==> src/fhg_ram.sv <==
// Generic simple dual-port RAM: one write port, one read port, registered read.
// No dependencies.
`default_nettype none

module fhg_ram #(
    parameter int WIDTH = 8,
    parameter int DEPTH = 256
) (
    input  wire logic                     i_clk,
    input  wire logic                     i_we,
    input  wire logic [$clog2(DEPTH)-1:0] i_waddr,
    input  wire logic [WIDTH-1:0]         i_wdata,
    input  wire logic [$clog2(DEPTH)-1:0] i_raddr,
    output      logic [WIDTH-1:0]         o_rdata
);

    logic [WIDTH-1:0] r_mem [DEPTH];
    logic [WIDTH-1:0] r_rdata;

    always_ff @(posedge i_clk) begin
        if (i_we) begin
            r_mem[i_waddr] <= i_wdata;
        end
        r_rdata <= r_mem[i_raddr];
    end

    assign o_rdata = r_rdata;

endmodule

`default_nettype wire

==> config.mk <==
export PLATFORM = sky130hd
export DESIGN_NAME = fhg_ram
export DESIGN_NICKNAME = d
export VERILOG_FILES = /design/src/fhg_ram.sv
export SDC_FILE = /design/constraint.sdc
export NUM_CORES = 2
export LEC_CHECK = 0
export BUFFER_PORTS_ARGS = -buffer_cell sky130_fd_sc_hd__buf_2
export CORE_ASPECT_RATIO = 0.75
export CORE_UTILIZATION = 45
export CTS_CLUSTER_DIAMETER = 150
export DETAILED_ROUTE_END_ITERATION = 10
export GPL_TIMING_DRIVEN = 1
export SLEW_MARGIN = 20
export SYNTH_ARGS = -nofsm -noshare
export SYNTH_HDL_FRONTEND = slang
export SYNTH_SLANG_ARGS = --single-unit
==> constraint.sdc <==
create_clock -name i_clk -period 2.9 [get_ports i_clk]
set_input_delay 0.58 -clock i_clk [delete_from_list [all_inputs] [get_ports i_clk]]
set_output_delay 0.58 -clock i_clk [all_outputs]
set_load 0.005 [all_outputs]
==> results.py <==
metrics = {
    "run_status": {
        "outcome": "complete, no violations",
    },
    "cells_and_area": {
        "area_delta_synth_final_pct": 17.9,
        "fin_area_um2": 93800,
        "final_cells": 6964,
        "drive_gt1_share_pct": 32.4,
        "num-nets-final": 4468,
    },
    "placement": {
        "io_buffers": 33,
        "dp_cells": 6613,
        "dpl_cell_area_um2": 87700,
        "dpl.hpwl_um": 135000,
        "dpl_worst_slack_ns": -0.836,
        "place.gp.congestion": 0.864,
    },
    "floorplanning": {
        "num_rows": 133,
        "dieArea_um2": 178000,
        "die_w_um": 488,
        "start_util_pct": 45.4,
        "coreArea_um2": 175000,
        "top_level_ports": 34,
        "die_y_um": 366,
    },
    "setup_path": {
        "slowest_delay_ns": 0.51,
        "cpMostUsedCell": "buf_4",
        "crit_type": "input pin to flip-flop",
        "crit_path_cell_trace": "buf_8 -> buf_4 -> buf_12 -> buf_12 -> buf_4 -> mux4_2 -> a221oi_1 -> buf_4 -> o221ai_1 -> a211oi_1 -> buf_4 -> nor4_1",
        "startpoint_type": "input pin",
        "rrSetupSlack_ns": 0.28,
        "crit_path_end_kind": "flip-flop",
        "cp_slowest_cell": "mux4_2",
        "required_ns": 3.61,
        "cp.arrival_ns": 3.54,
        "worstPathMaxFanout": 18,
    },
    "timing": {
        "tns_ns": 0,
        "max_slew_margin_pct": 46.5,
        "worst_slack_ns": 0.0783,
        "skew_ns": 0.0294,
        "worst_pin_slew_ns": 0.802,
        "hold_violations": 0,
        "fmax_mhz": 354,
        "min_period_ns": 2.82,
        "finalMaxSlewViolations": 0,
        "period_share_pct": 97.3,
        "setup_viol_count_final": 0,
        "rsz0062_at_grt": "false",
    },
    "cts": {
        "clk_pin_slew_ns": 0.06,
        "clock_sinks": 2056,
        "numCtsBuffers": 189,
        "tritoncts": "done",
        "clk_path_buf_depth": 3,
        "clock-root-buffer": "clkbuf_16",
        "clk-insertion-delay-late_ns": 0.82,
        "cts_max_level": 4,
    },
    "drt": {
        "wl_um": 208000,
        "drtAntennaViolNets": 0,
        "vias_per_cell": 5.92,
        "post_drt_wl_per_cell_um": 29.8,
        "drt_iter0_drc": 5672,
        "route.detailed.drc": 0,
        "vias": 41200,
        "drt_pre_antenna_iters": 6,
    },
    "synth": {
        "syn_inst": 3733,
        "syn_nets": 3759,
        "ys_async_sr_fraction_pct": 0,
        "synth_top_area_share_pct": 77.3,
        "yosysMostFrequentCell": "edfxtp_1",
        "ys_ff_latch": 2056,
        "synthTopCellsByArea": "edfxtp_1, mux4_2, mux2i_1",
        "ys_warn_count": 0,
        "synth-edff-count": 2048,
        "synth_area_leader_cell": "edfxtp_1",
        "synth_top_flop_cell": "edfxtp_1",
        "avgSynthCellArea_um2": 21.3,
        "syn_area_um2": 79600,
        "synth_cell_type_count": 55,
        "seq_area_frac_synth_pct": 77.5,
        "yosys-top-cells-count": "edfxtp_1, mux4_2, nor2_1, mux2i_1, a22oi_1",
    },
    "global_route": {
        "grt_max_degree": 90,
        "grt_pass1_vias": 40200,
        "grt_pass1_wl_um": 296000,
        "grt_overflow": 0,
        "grtUsageTotal_pct": 23.3,
        "antenna_found_initial": 16,
    },
    "flow_run": {
        "drv_cap": 0,
    },
    "pwr": {
        "p_leak_nw": 30.3,
        "ir_worst_vdd_mv": 0.625,
        "p_per_area_nw_per_um2": 651,
    },
    "worst_hold_path": {
        "hold_class": "input pin to flip-flop",
    },
}
[power by group]
part / switching, W / internal, W / leakage (nW) / total, W
sequential: 0.0000547 / 0.0327 / 18.5 / 0.0328
clock: 0.0107 / 0.0141 / 2.96 / 0.0248
combinational: 0.00207 / 0.00139 / 8.91 / 0.00346
[state kept, by name, summed over array words and instances (netlist names)]
| signal | flops |
|---|---|
| r_mem | 2048 |
| o_rdata | 8 |
[stage by stage]
stage	utilization, %	power, W	hold slack, ns
2_1_floorplan	-	0.0350	0.679
3_3_place_gp	50.0	0.0369	0.998
3_5_place_dp	50.0	0.0369	1.00
4_1_cts	53.5	0.0615	0.141
5_1_grt	53.5	0.0627	0.182
6_report	53.5	0.0611	0.171
[layout make-up]
class | count | area, um^2
clock inverters | 94 | 933
diodes | 3 | 7.51
clock buffers | 254 | 5160
flip-flops and latches | 2056 | 61700
fillers | 13600 | 81600
multi-input cells | 1442 | 16600
inverters | 2 | 7.51
repair buffers | 751 | 6510
well taps | 2362 | 2960
[kinds of logic after synthesis]
| group | count (synthesis) | synth area share, % |
|---|---|---|
| AND/OR/NAND/NOR | 466 | 2.63 |
| AO/OA/AOI/OAI | 385 | 3.42 |
| multiplexers | 591 | 14.6 |
| buffers and inverters | 235 | 1.83 |
| flip-flops | 2056 | 77.5 |
[per-layer routing]
metal	vias to the layer above	track usage (%)	wire length (um)
li1	17100	-	-
met1	21900	36.9	92700
met2	1938	33.4	91900
met3	241	4.06	18800
met4	4	5.82	4200
met5	-	0	23
[layout by cell type (no fill, tap or decap), types with 21 or more instances in the layout]
master / Yosys / final
edfxtp_1: 2048 / 2048
buf_4: 27 / 652
mux4_2: 454 / 454
nor2_1: 282 / 279
clkbuf_16: 0 / 196
mux2i_1: 134 / 134
a22oi_1: 133 / 133
a21oi_1: 96 / 96
buf_12: 8 / 68
clkbuf_1: 111 / 54
o221ai_1: 46 / 46
clkinv_1: 1 / 43
nand2_1: 33 / 33
nand3_1: 34 / 31
o22ai_1: 28 / 28
nor2b_1: 31 / 28
nor3_1: 22 / 21
clkinv_2: 0 / 21
buf_2: 31 / 21
[worst max-delay path, delay by kind of cell]
kind                   cells  cell delay [ns]
AND/OR/NAND/NOR            1             0.04
AO/OA/AOI/OAI              3             1.05
buffers and inverters      7             1.31
multiplexers               1             0.51
[timing repair]
| action | 4_1_cts | 5_1_grt |
|---|---|---|
| gates resized for setup | 0 | 1 |
| hold buffers | 0 | 0 |
| setup endpoints to repair | 0 | 1 |
| setup buffers | 0 | 0 |
[worst paths after layout]
check,endpoint,start,depth (start not counted)
hold / removal,r_mem[0][7],i_wdata[7],1
setup reg to reg,o_rdata[3],r_mem[26][3],8
hold reg to reg,o_rdata[6],r_mem[34][6],5
setup / recovery,o_rdata[3],i_raddr[0],12
(Power assumes the default switching activity.)
